===== src/rtl/bwv_pkg.sv =====
// ----------------------------------------------------------------------------
// bwv_pkg
// Shared types, constants and rate helpers for the bandwidth vote block.
// ----------------------------------------------------------------------------
package bwv_pkg;

    localparam int COUNT_W     = 16;
    localparam int SHIFT_W     = 5;
    localparam int THRESH_W    = 16;
    localparam int DELAY_W     = 16;
    localparam int LEVELS_W    = 32;
    localparam int LEVEL_W     = 16;
    localparam int CHANNEL_W   = 8;
    localparam int CFG_INDEX_W = 3;
    localparam int CFG_DATA_W  = 32;
    localparam int RATE_W      = 28;

    localparam int SKB_BYTES    = 1536;
    localparam int FRAG_BYTES   = 1920;
    localparam int MBPS_TO_BPMS = 125;

    typedef enum logic [CFG_INDEX_W-1:0] {
        REG_SCALE_DOWN_DELAY = 3'd0,
        REG_RX_HIGH_THRESH   = 3'd1,
        REG_RX_LOW_THRESH    = 3'd2,
        REG_TX_HIGH_THRESH   = 3'd3,
        REG_TX_LOW_THRESH    = 3'd4,
        REG_RX_VOTE_LEVELS   = 3'd5,
        REG_TX_VOTE_LEVELS   = 3'd6,
        REG_VOTE_CHANNEL_ID  = 3'd7
    } cfg_reg_t;

    typedef struct packed {
        logic                enable;
        logic [SHIFT_W-1:0]  tick_shift;
        logic [COUNT_W-1:0]  rx_normal_count;
        logic [COUNT_W-1:0]  rx_frag_count;
        logic [COUNT_W-1:0]  tx_desc_count;
    } tick_item_t;

    typedef struct packed {
        logic [THRESH_W-1:0] high_thresh;
        logic [THRESH_W-1:0] low_thresh;
        logic [LEVELS_W-1:0] levels;
    } path_cfg_t;

    typedef struct packed {
        logic [DELAY_W-1:0] scale_down_delay;
        path_cfg_t          rx;
        path_cfg_t          tx;
    } vote_cfg_t;

    function automatic logic [RATE_W-1:0] mbps_to_bpms(input logic [THRESH_W-1:0] mbps);
        return RATE_W'(mbps) * RATE_W'(MBPS_TO_BPMS);
    endfunction

    function automatic logic [RATE_W-1:0] rx_rate(input logic [COUNT_W-1:0] normal,
                                                  input logic [COUNT_W-1:0] frag);
        return RATE_W'(normal) * RATE_W'(SKB_BYTES) + RATE_W'(frag) * RATE_W'(FRAG_BYTES);
    endfunction

    function automatic logic [RATE_W-1:0] tx_rate(input logic [COUNT_W-1:0] desc);
        logic [RATE_W-1:0] bytes;
        bytes = RATE_W'(desc) * RATE_W'(SKB_BYTES);
        return bytes >> 1;
    endfunction

endpackage


===== src/rtl/bwv_if.sv =====
// ----------------------------------------------------------------------------
// bwv_if
// Channel interfaces for ticks, votes and configuration writes.
// ----------------------------------------------------------------------------
interface bwv_tick_if;
    logic                          valid;
    logic                          ready;
    logic                          enable;
    logic [bwv_pkg::SHIFT_W-1:0]   tick_shift;
    logic [bwv_pkg::COUNT_W-1:0]   rx_normal_count;
    logic [bwv_pkg::COUNT_W-1:0]   rx_frag_count;
    logic [bwv_pkg::COUNT_W-1:0]   tx_desc_count;

    modport source (
        output valid, enable, tick_shift, rx_normal_count, rx_frag_count, tx_desc_count,
        input  ready
    );
    modport sink (
        input  valid, enable, tick_shift, rx_normal_count, rx_frag_count, tx_desc_count,
        output ready
    );
endinterface

interface bwv_vote_if #(
    parameter int VOTE_WIDTH = 16
);
    logic                            valid;
    logic                            ready;
    logic                            vote_issued;
    logic [VOTE_WIDTH-1:0]           vote_bw;
    logic [bwv_pkg::CHANNEL_W-1:0]   vote_channel;

    modport source (
        output valid, vote_issued, vote_bw, vote_channel,
        input  ready
    );
    modport sink (
        input  valid, vote_issued, vote_bw, vote_channel,
        output ready
    );
endinterface

interface bwv_cfg_if;
    logic                             valid;
    logic                             ready;
    logic [bwv_pkg::CFG_INDEX_W-1:0]  index;
    logic [bwv_pkg::CFG_DATA_W-1:0]   data;

    modport source (
        output valid, index, data,
        input  ready
    );
    modport sink (
        input  valid, index, data,
        output ready
    );
endinterface


===== src/rtl/bwv_path.sv =====
// ----------------------------------------------------------------------------
// bwv_path
// Threshold hysteresis for one traffic path: picks high, low or held vote.
// ----------------------------------------------------------------------------
module bwv_path #(
    parameter int VOTE_WIDTH = 16
) (
    input  logic [bwv_pkg::RATE_W-1:0] rate,
    input  logic [VOTE_WIDTH-1:0]      prev_vote,
    input  bwv_pkg::path_cfg_t         cfg,
    output logic [VOTE_WIDTH-1:0]      vote_dec,
    output logic [VOTE_WIDTH-1:0]      vote_low
);

    localparam int LVL_W = (VOTE_WIDTH < bwv_pkg::LEVEL_W) ? VOTE_WIDTH : bwv_pkg::LEVEL_W;

    logic [VOTE_WIDTH-1:0]      vote_high;
    logic [bwv_pkg::RATE_W-1:0] high_bpms;
    logic [bwv_pkg::RATE_W-1:0] low_bpms;

    assign vote_high = VOTE_WIDTH'(cfg.levels[bwv_pkg::LEVEL_W +: LVL_W]);
    assign vote_low  = VOTE_WIDTH'(cfg.levels[0 +: LVL_W]);
    assign high_bpms = bwv_pkg::mbps_to_bpms(cfg.high_thresh);
    assign low_bpms  = bwv_pkg::mbps_to_bpms(cfg.low_thresh);

    // high test wins when thresholds cross
    always_comb
    begin
        if (rate > high_bpms)
        begin
            vote_dec = vote_high;
        end
        else if (rate < low_bpms)
        begin
            vote_dec = vote_low;
        end
        else
        begin
            vote_dec = prev_vote;
        end
    end

endmodule


===== src/rtl/bwv_vote_ctrl.sv =====
// ----------------------------------------------------------------------------
// bwv_vote_ctrl
// Vote state: path votes, current vote and scale-down countdown.
// ----------------------------------------------------------------------------
module bwv_vote_ctrl #(
    parameter int VOTE_WIDTH = 16
) (
    input  logic                  clk,
    input  logic                  rst_n,
    input  logic                  step,
    input  bwv_pkg::tick_item_t   item,
    input  bwv_pkg::vote_cfg_t    cfg,
    output logic                  issued,
    output logic [VOTE_WIDTH-1:0] vote_bw
);

    logic [VOTE_WIDTH-1:0]       rx_vote_reg, rx_vote_next;
    logic [VOTE_WIDTH-1:0]       tx_vote_reg, tx_vote_next;
    logic [VOTE_WIDTH-1:0]       cur_vote_reg, cur_vote_next;
    logic [bwv_pkg::DELAY_W-1:0] countdown_reg, countdown_next;

    logic [VOTE_WIDTH-1:0]       rx_dec, rx_low, tx_dec, tx_low, target;
    logic [bwv_pkg::DELAY_W-1:0] shifted, reload;
    logic [bwv_pkg::RATE_W-1:0]  rx_rate, tx_rate;

    assign rx_rate = bwv_pkg::rx_rate(item.rx_normal_count, item.rx_frag_count);
    assign tx_rate = bwv_pkg::tx_rate(item.tx_desc_count);

    bwv_path #(.VOTE_WIDTH(VOTE_WIDTH)) u_rx_path (
        .rate      (rx_rate),
        .prev_vote (rx_vote_reg),
        .cfg       (cfg.rx),
        .vote_dec  (rx_dec),
        .vote_low  (rx_low)
    );

    bwv_path #(.VOTE_WIDTH(VOTE_WIDTH)) u_tx_path (
        .rate      (tx_rate),
        .prev_vote (tx_vote_reg),
        .cfg       (cfg.tx),
        .vote_dec  (tx_dec),
        .vote_low  (tx_low)
    );

    assign target  = (rx_dec > tx_dec) ? rx_dec : tx_dec;
    assign shifted = cfg.scale_down_delay >> item.tick_shift;
    assign reload  = (shifted == '0) ? bwv_pkg::DELAY_W'(1) : shifted;

    always_comb
    begin
        rx_vote_next   = rx_vote_reg;
        tx_vote_next   = tx_vote_reg;
        cur_vote_next  = cur_vote_reg;
        countdown_next = countdown_reg;
        issued         = 1'b0;
        if (!item.enable)
        begin
            issued         = (cur_vote_reg != '0);
            cur_vote_next  = '0;
            countdown_next = '0;
            rx_vote_next   = rx_low;
            tx_vote_next   = tx_low;
        end
        else
        begin
            rx_vote_next = rx_dec;
            tx_vote_next = tx_dec;
            if (target > cur_vote_reg)
            begin
                cur_vote_next  = target;
                issued         = 1'b1;
                countdown_next = reload;
            end
            else if (target < cur_vote_reg)
            begin
                if (countdown_reg != '0)
                begin
                    countdown_next = countdown_reg - bwv_pkg::DELAY_W'(1);
                end
                else
                begin
                    cur_vote_next  = target;
                    issued         = 1'b1;
                    countdown_next = reload;
                end
            end
            else
            begin
                countdown_next = reload;
            end
        end
    end

    assign vote_bw = cur_vote_next;

    always_ff @(posedge clk or negedge rst_n)
    begin
        if (!rst_n)
        begin
            rx_vote_reg   <= '0;
            tx_vote_reg   <= '0;
            cur_vote_reg  <= '0;
            countdown_reg <= '0;
        end
        else if (step)
        begin
            rx_vote_reg   <= rx_vote_next;
            tx_vote_reg   <= tx_vote_next;
            cur_vote_reg  <= cur_vote_next;
            countdown_reg <= countdown_next;
        end
    end

endmodule


===== src/rtl/bandwidth_vote_hysteresis.sv =====
// ----------------------------------------------------------------------------
// bandwidth_vote_hysteresis
// Memory bandwidth vote with per-path hysteresis and delayed scale-down.
// a tick transaction is held in the input register, then the output register, before its vote transaction
// throughput: one tick per cycle while the vote channel does not stall, set by the single-pass vote update logic
// an input register and an output register decouple the two channels
// reset: asynchronous active low, clears config, votes, countdown and valids
// ----------------------------------------------------------------------------
module bandwidth_vote_hysteresis #(
    parameter int VOTE_WIDTH = 16
) (
    input  logic                 clk,
    input  logic                 rst_n,
    bwv_tick_if.sink             tick,
    bwv_vote_if.source           vote,
    bwv_cfg_if.sink              cfg
);

    bwv_pkg::vote_cfg_t               cfg_reg;
    logic [bwv_pkg::CHANNEL_W-1:0]    channel_reg;

    bwv_pkg::tick_item_t              item_reg;
    logic                             item_full_reg;
    logic                             out_full_reg;
    logic                             out_issued_reg;
    logic [VOTE_WIDTH-1:0]            out_bw_reg;
    logic [bwv_pkg::CHANNEL_W-1:0]    out_channel_reg;

    logic                             out_free;
    logic                             advance;
    logic                             step_issued;
    logic [VOTE_WIDTH-1:0]            step_bw;

    assign cfg.ready  = 1'b1;
    assign out_free   = !out_full_reg || vote.ready;
    assign advance    = item_full_reg && out_free;
    assign tick.ready = !item_full_reg || advance;

    always_ff @(posedge clk or negedge rst_n)
    begin
        if (!rst_n)
        begin
            cfg_reg     <= '0;
            channel_reg <= '0;
        end
        else if (cfg.valid)
        begin
            unique case (bwv_pkg::cfg_reg_t'(cfg.index))
                bwv_pkg::REG_SCALE_DOWN_DELAY:
                    cfg_reg.scale_down_delay <= cfg.data[bwv_pkg::DELAY_W-1:0];
                bwv_pkg::REG_RX_HIGH_THRESH:
                    cfg_reg.rx.high_thresh <= cfg.data[bwv_pkg::THRESH_W-1:0];
                bwv_pkg::REG_RX_LOW_THRESH:
                    cfg_reg.rx.low_thresh <= cfg.data[bwv_pkg::THRESH_W-1:0];
                bwv_pkg::REG_TX_HIGH_THRESH:
                    cfg_reg.tx.high_thresh <= cfg.data[bwv_pkg::THRESH_W-1:0];
                bwv_pkg::REG_TX_LOW_THRESH:
                    cfg_reg.tx.low_thresh <= cfg.data[bwv_pkg::THRESH_W-1:0];
                bwv_pkg::REG_RX_VOTE_LEVELS:
                    cfg_reg.rx.levels <= cfg.data[bwv_pkg::LEVELS_W-1:0];
                bwv_pkg::REG_TX_VOTE_LEVELS:
                    cfg_reg.tx.levels <= cfg.data[bwv_pkg::LEVELS_W-1:0];
                bwv_pkg::REG_VOTE_CHANNEL_ID:
                    channel_reg <= cfg.data[bwv_pkg::CHANNEL_W-1:0];
            endcase
        end
    end

    // input stage
    always_ff @(posedge clk or negedge rst_n)
    begin
        if (!rst_n)
        begin
            item_full_reg <= 1'b0;
        end
        else if (tick.valid && tick.ready)
        begin
            item_full_reg <= 1'b1;
        end
        else if (advance)
        begin
            item_full_reg <= 1'b0;
        end
    end

    always_ff @(posedge clk)
    begin
        if (tick.valid && tick.ready)
        begin
            item_reg.enable          <= tick.enable;
            item_reg.tick_shift      <= tick.tick_shift;
            item_reg.rx_normal_count <= tick.rx_normal_count;
            item_reg.rx_frag_count   <= tick.rx_frag_count;
            item_reg.tx_desc_count   <= tick.tx_desc_count;
        end
    end

    bwv_vote_ctrl #(.VOTE_WIDTH(VOTE_WIDTH)) u_vote_ctrl (
        .clk     (clk),
        .rst_n   (rst_n),
        .step    (advance),
        .item    (item_reg),
        .cfg     (cfg_reg),
        .issued  (step_issued),
        .vote_bw (step_bw)
    );

    // result stage
    always_ff @(posedge clk or negedge rst_n)
    begin
        if (!rst_n)
        begin
            out_full_reg <= 1'b0;
        end
        else if (advance)
        begin
            out_full_reg <= 1'b1;
        end
        else if (vote.ready)
        begin
            out_full_reg <= 1'b0;
        end
    end

    always_ff @(posedge clk)
    begin
        if (advance)
        begin
            out_issued_reg  <= step_issued;
            out_bw_reg      <= step_bw;
            out_channel_reg <= channel_reg;
        end
    end

    assign vote.valid        = out_full_reg;
    assign vote.vote_issued  = out_issued_reg;
    assign vote.vote_bw      = out_bw_reg;
    assign vote.vote_channel = out_channel_reg;

endmodule


===== src/flat_wrapper.sv =====
// flat-port wrapper written by rule: the top's interface ports become plain ports
module bandwidth_vote_hysteresis_flat 
#(
    parameter int VOTE_WIDTH = 16
)
  (clk, rst_n, tick_valid, tick_enable, tick_tick_shift, tick_rx_normal_count, tick_rx_frag_count, tick_tx_desc_count, tick_ready, vote_valid, vote_vote_issued, vote_vote_bw, vote_vote_channel, vote_ready, cfg_valid, cfg_index, cfg_data, cfg_ready);
  bwv_tick_if tick_i ();
  bwv_vote_if #(.VOTE_WIDTH(VOTE_WIDTH)) vote_i ();
  bwv_cfg_if cfg_i ();
  input  logic clk;
  input  logic rst_n;
  input wire logic [$bits(tick_i.valid)-1:0] tick_valid;
  input wire logic [$bits(tick_i.enable)-1:0] tick_enable;
  input wire logic [$bits(tick_i.tick_shift)-1:0] tick_tick_shift;
  input wire logic [$bits(tick_i.rx_normal_count)-1:0] tick_rx_normal_count;
  input wire logic [$bits(tick_i.rx_frag_count)-1:0] tick_rx_frag_count;
  input wire logic [$bits(tick_i.tx_desc_count)-1:0] tick_tx_desc_count;
  output wire logic [$bits(tick_i.ready)-1:0] tick_ready;
  output wire logic [$bits(vote_i.valid)-1:0] vote_valid;
  output wire logic [$bits(vote_i.vote_issued)-1:0] vote_vote_issued;
  output wire logic [$bits(vote_i.vote_bw)-1:0] vote_vote_bw;
  output wire logic [$bits(vote_i.vote_channel)-1:0] vote_vote_channel;
  input wire logic [$bits(vote_i.ready)-1:0] vote_ready;
  input wire logic [$bits(cfg_i.valid)-1:0] cfg_valid;
  input wire logic [$bits(cfg_i.index)-1:0] cfg_index;
  input wire logic [$bits(cfg_i.data)-1:0] cfg_data;
  output wire logic [$bits(cfg_i.ready)-1:0] cfg_ready;
  assign tick_i.valid = tick_valid;
  assign tick_i.enable = tick_enable;
  assign tick_i.tick_shift = tick_tick_shift;
  assign tick_i.rx_normal_count = tick_rx_normal_count;
  assign tick_i.rx_frag_count = tick_rx_frag_count;
  assign tick_i.tx_desc_count = tick_tx_desc_count;
  assign tick_ready = tick_i.ready;
  assign vote_valid = vote_i.valid;
  assign vote_vote_issued = vote_i.vote_issued;
  assign vote_vote_bw = vote_i.vote_bw;
  assign vote_vote_channel = vote_i.vote_channel;
  assign vote_i.ready = vote_ready;
  assign cfg_i.valid = cfg_valid;
  assign cfg_i.index = cfg_index;
  assign cfg_i.data = cfg_data;
  assign cfg_ready = cfg_i.ready;
  bandwidth_vote_hysteresis #(.VOTE_WIDTH(VOTE_WIDTH)) u_core (.clk(clk), .rst_n(rst_n), .tick(tick_i), .vote(vote_i), .cfg(cfg_i));
endmodule

===== config.mk =====
export PLATFORM = sky130hd
export DESIGN_NAME = bandwidth_vote_hysteresis_flat
export DESIGN_NICKNAME = d
export VERILOG_FILES = /design/src/rtl/bwv_pkg.sv /design/src/rtl/bwv_if.sv /design/src/rtl/bwv_path.sv /design/src/rtl/bwv_vote_ctrl.sv /design/src/rtl/bandwidth_vote_hysteresis.sv /design/src/flat_wrapper.sv
export SDC_FILE = /design/constraint.sdc
export NUM_CORES = 1
export LEC_CHECK = 0
export BUFFER_PORTS_ARGS = -buffer_cell sky130_fd_sc_hd__buf_4
export CAP_MARGIN = 0
export CORE_MARGIN = 2
export CORE_UTILIZATION = 60
export DETAILED_ROUTE_END_ITERATION = 10
export PLACE_DENSITY = 0.78
export SLEW_MARGIN = 5
export SYNTH_ARGS = -nofsm -noshare
export SYNTH_HDL_FRONTEND = slang
export SYNTH_SLANG_ARGS = --single-unit

===== constraint.sdc =====
create_clock -name clk -period 14.2 [get_ports clk]
set_clock_uncertainty 0.2 [all_clocks]
set_input_delay 0.71 -clock clk [delete_from_list [all_inputs] [get_ports clk]]
set_output_delay 0.71 -clock clk [all_outputs]
set_load 0.05 [all_outputs]

==> impl_metrics.prom <==
# TYPE chip_impl_metric gauge
chip_impl_info{name="outcome",value="finished clean"} 1
chip_impl_metric{name="drt_drc_violations_left",unit=""} 0
chip_impl_metric{name="clk_pin_slew_worst_paths",unit="ps"} 60
chip_impl_info{name="dominantRegCellSynth",value="sky130_fd_sc_hd__dfrtp_1"} 1
chip_impl_info{name="synth_commonest_cells",value="sky130_fd_sc_hd__inv_1 (454), sky130_fd_sc_hd__ha_1 (379), sky130_fd_sc_hd__fa_1 (248)"} 1
chip_impl_info{name="tritoncts",value="built"} 1
chip_impl_metric{name="yosysUniqueCellTypes",unit=""} 84
chip_impl_info{name="setup.worst_path.start",value="u_core.item_reg[16]"} 1
chip_impl_metric{name="drv_slew",unit=""} 0
chip_impl_metric{name="die-width",unit="µm"} 227
chip_impl_metric{name="total_neg_setup_slack",unit="ps"} 0
chip_impl_info{name="cp-start-kind",value="flop"} 1
chip_impl_metric{name="synth_edf_count",unit=""} 79
chip_impl_metric{name="core_region_area",unit="µm²"} 49100
chip_impl_metric{name="cp_arrival",unit="ps"} 13330
chip_impl_metric{name="max-cap-violations",unit=""} 0
chip_impl_metric{name="finalCriticalPeriod",unit="ps"} 13070
chip_impl_metric{name="detail-route-antenna-nets",unit=""} 0
chip_impl_metric{name="synth_top_area_share",unit="%"} 18.3
chip_impl_info{name="crit_path_frequent_cell",value="sky130_fd_sc_hd__o21a_1"} 1
chip_impl_metric{name="globalRouteTotalUtil",unit="%"} 28.5
chip_impl_metric{name="grt-ovfl-total",unit=""} 0
chip_impl_metric{name="die_area",unit="µm²"} 51500
chip_impl_metric{name="drt_first_iter_violations",unit=""} 1277
chip_impl_metric{name="fillers",unit=""} 3752
chip_impl_metric{name="synthesis.area_per_instance",unit="µm²"} 10.1
chip_impl_info{name="synthMostInstantiatedCell",value="sky130_fd_sc_hd__inv_1"} 1
chip_impl_info{name="critPathSlowestCell",value="sky130_fd_sc_hd__o21ai_2"} 1
chip_impl_metric{name="clkLatencyLatePin",unit="ps"} 570
chip_impl_metric{name="maxSlewHeadroom",unit="%"} 17.5
chip_impl_metric{name="numCtsBuffers",unit=""} 37
chip_impl_metric{name="number_of_rows_created_at_floorplan",unit=""} 81
chip_impl_metric{name="yosys_warnings",unit=""} 0
chip_impl_metric{name="largest_reg_flops",unit=""} 144
chip_impl_metric{name="non_filler_instance_count_after_layout",unit=""} 3751
chip_impl_metric{name="dr.pass1.iters",unit=""} 5
chip_impl_metric{name="worstPathRequired",unit="ps"} 14460
chip_impl_metric{name="hold_viol",unit=""} 0
chip_impl_metric{name="dp.cells",unit=""} 3683
chip_impl_metric{name="netlist_instances",unit=""} 2948
chip_impl_metric{name="regArea",unit="µm²"} 7830
chip_impl_metric{name="synth_sequential_area_ratio",unit="%"} 26.2
chip_impl_metric{name="highest_net_fanout_along_the_worst_path",unit=""} 29
chip_impl_info{name="worstReg2RegStart",value="u_core.item_reg[16]"} 1
chip_impl_metric{name="syn-num-nets",unit=""} 3669
chip_impl_info{name="hold_path_startpoint",value="tick_enable"} 1
chip_impl_metric{name="drive_above_1_share",unit="%"} 13.3
chip_impl_metric{name="async_flop_share",unit="%"} 73.4
chip_impl_info{name="clock-root-buffer",value="sky130_fd_sc_hd__clkbuf_16"} 1
chip_impl_metric{name="gpl.final_weighted_congestion",unit=""} 0.914
chip_impl_metric{name="final.setup.worst_slack",unit="ps"} 1130
chip_impl_metric{name="minimum_setup_slack_after_placement",unit="ps"} 787
chip_impl_metric{name="clockBufferDepth",unit=""} 3
chip_impl_metric{name="grt_antenna_before_repair",unit=""} 2
chip_impl_metric{name="final-setup-viol-count",unit=""} 0
chip_impl_info{name="timing.critical_path.to_type",value="flop"} 1
chip_impl_metric{name="design.final.nets",unit=""} 3780
chip_impl_metric{name="finalWirelength",unit="mm"} 71.2
chip_impl_metric{name="synth_area",unit="µm²"} 29800
chip_impl_metric{name="numClockSinks",unit=""} 297
chip_impl_metric{name="detailed_placement_hpwl",unit="mm"} 54.9
chip_impl_metric{name="io-pin-count",unit=""} 122
chip_impl_metric{name="start_util",unit="%"} 60.8
chip_impl_metric{name="layout_worst_path_cycle_share",unit="%"} 92.0
chip_impl_metric{name="grt_pass1_vias",unit=""} 23200
chip_impl_metric{name="area_taken_by_multi_input_logic_gates",unit="µm²"} 20100
chip_impl_metric{name="final_area",unit="µm²"} 32800
chip_impl_metric{name="vias_per_cell",unit=""} 5.92
chip_impl_metric{name="wire_length_per_cell_after_detailed_routing",unit="µm"} 19.0
chip_impl_metric{name="cts.htree.levels",unit=""} 2
chip_impl_metric{name="area_delta_synth_final",unit="%"} 9.93
chip_impl_info{name="critical_path_class",value="flop to flop"} 1
chip_impl_metric{name="routed-via-count",unit=""} 22200
chip_impl_metric{name="io_buffer_count",unit=""} 120
chip_impl_metric{name="dpl-instance-area",unit="µm²"} 31500
chip_impl_info{name="synth_top_area_cells",value="sky130_fd_sc_hd__dfrtp_1 (18%), sky130_fd_sc_hd__fa_1 (17%), sky130_fd_sc_hd__ha_1 (16%)"} 1
chip_impl_info{name="rsz_0062_raised_after_global_routing",value="false"} 1
chip_impl_metric{name="ys_ff_latch",unit=""} 297
chip_impl_info{name="synthDominantAreaCellType",value="sky130_fd_sc_hd__dfrtp_1"} 1
chip_impl_metric{name="wire_length_of_the_first_global_routing_pass",unit="mm"} 117
chip_impl_metric{name="worstMarginPinSlew",unit="ps"} 1240
chip_impl_metric{name="die_y",unit="µm"} 227
chip_impl_metric{name="grt_start_max_net_pins",unit=""} 101
chip_impl_info{name="holdCritPathClass",value="primary input to flop"} 1
chip_impl_metric{name="max_clock_freq",unit="MHz"} 76.5
chip_impl_metric{name="slowest_delay",unit="ps"} 620
chip_impl_metric{name="post_cts_setup_buffer_count",unit=""} 0
[cell type report]
cell class	count	share of cell area [%]
diodes	1	0.00763
clock buffers	54	3.45
clock inverters	12	0.351
inverters	455	5.21
multi-input cells	2122	61.2
flip-flops and latches	297	23.9
well taps	664	2.53
repair buffers	146	3.37
[critical path, delay by kind of cell, from the launching register on]
kind            cells  cell delay, ps
compound gates     25            5390
fa+ha+maj           7            2840
simple gates       10            1640
buf+inv             5            1200
mux                 2             710
flops               1             530
xor+xnor            2             410
[cell usage in the layout (no fill, tap or decap), types with 18 or more instances in the layout]
master	n
sky130_fd_sc_hd__a211oi_1	37
sky130_fd_sc_hd__nand4_1	38
sky130_fd_sc_hd__buf_4	144
sky130_fd_sc_hd__mux2i_1	51
sky130_fd_sc_hd__nand3_1	39
sky130_fd_sc_hd__o221ai_1	18
sky130_fd_sc_hd__nor4_1	22
sky130_fd_sc_hd__dfrtp_1	218
sky130_fd_sc_hd__xor2_1	47
sky130_fd_sc_hd__fa_1	248
sky130_fd_sc_hd__a21oi_1	127
sky130_fd_sc_hd__nor2_1	97
sky130_fd_sc_hd__inv_1	454
sky130_fd_sc_hd__nand2b_1	24
sky130_fd_sc_hd__clkbuf_16	39
sky130_fd_sc_hd__xnor2_1	65
sky130_fd_sc_hd__o21a_1	50
sky130_fd_sc_hd__nand2_1	149
sky130_fd_sc_hd__o21ai_0	178
sky130_fd_sc_hd__nor2b_1	27
sky130_fd_sc_hd__ha_1	379
sky130_fd_sc_hd__nor3_1	74
sky130_fd_sc_hd__edfxtp_1	79
sky130_fd_sc_hd__mux2_2	148
sky130_fd_sc_hd__a21o_1	50
[metal layers]
layer / vias to the layer above / wire length (µm) / part of all wire, % / track usage, %
li1: 10500 / - / - / -
met1: 10900 / 30100 / 42 / 37.0
met2: 639 / 34600 / 49 / 48.4
met3: 123 / 4380 / 6.2 / 5.14
met4: 0 / 2120 / 3.0 / 10.1
met5: - / 0 / 0 / 0
[per-stage QoR]
stage	hold WS, ps	util (%)
after floorplan	214	-
after global placement	228	64.3
after detailed placement	234	64.3
after CTS	74.0	66.8
after global routing	98.3	66.9
final	116	66.9
[path summary, 6_finish.rpt]
path	to	slack, ps	cells after the start
max	u_core.u_vote_ctrl.cur_vote_reg[8]	1130	51
min	u_core.item_reg[53]	120	1
max reg2reg	u_core.u_vote_ctrl.cur_vote_reg[8]	1130	51
min reg2reg	u_core.vote.vote_channel[4]	250	0
max in group asynchronous	u_core.cfg_reg[127]	11090	4
min in group asynchronous	u_core.channel_reg[1]	580	2
[what timing repair did]
item,CTS,global route
hold endpoints to repair,11,0
setup endpoints to repair,0,19
resized for setup,0,2
hold buffers,1,0
[cell families after synthesis]
kind of cell | share of synthesized area (%)
AO/OA/AOI/OAI | 13.4
multiplexers | 8.50
buffers and inverters | 6.74
AND/OR/NAND/NOR | 9.33
flip-flops | 26.2
XOR/XNOR | 3.29
other | 0.0126
adder cells (fa/ha/maj) | 32.5
Power is left out: the tool's default activity adds up to more than one toggle a clock period on the data nets, which glitch-free logic cannot reach.
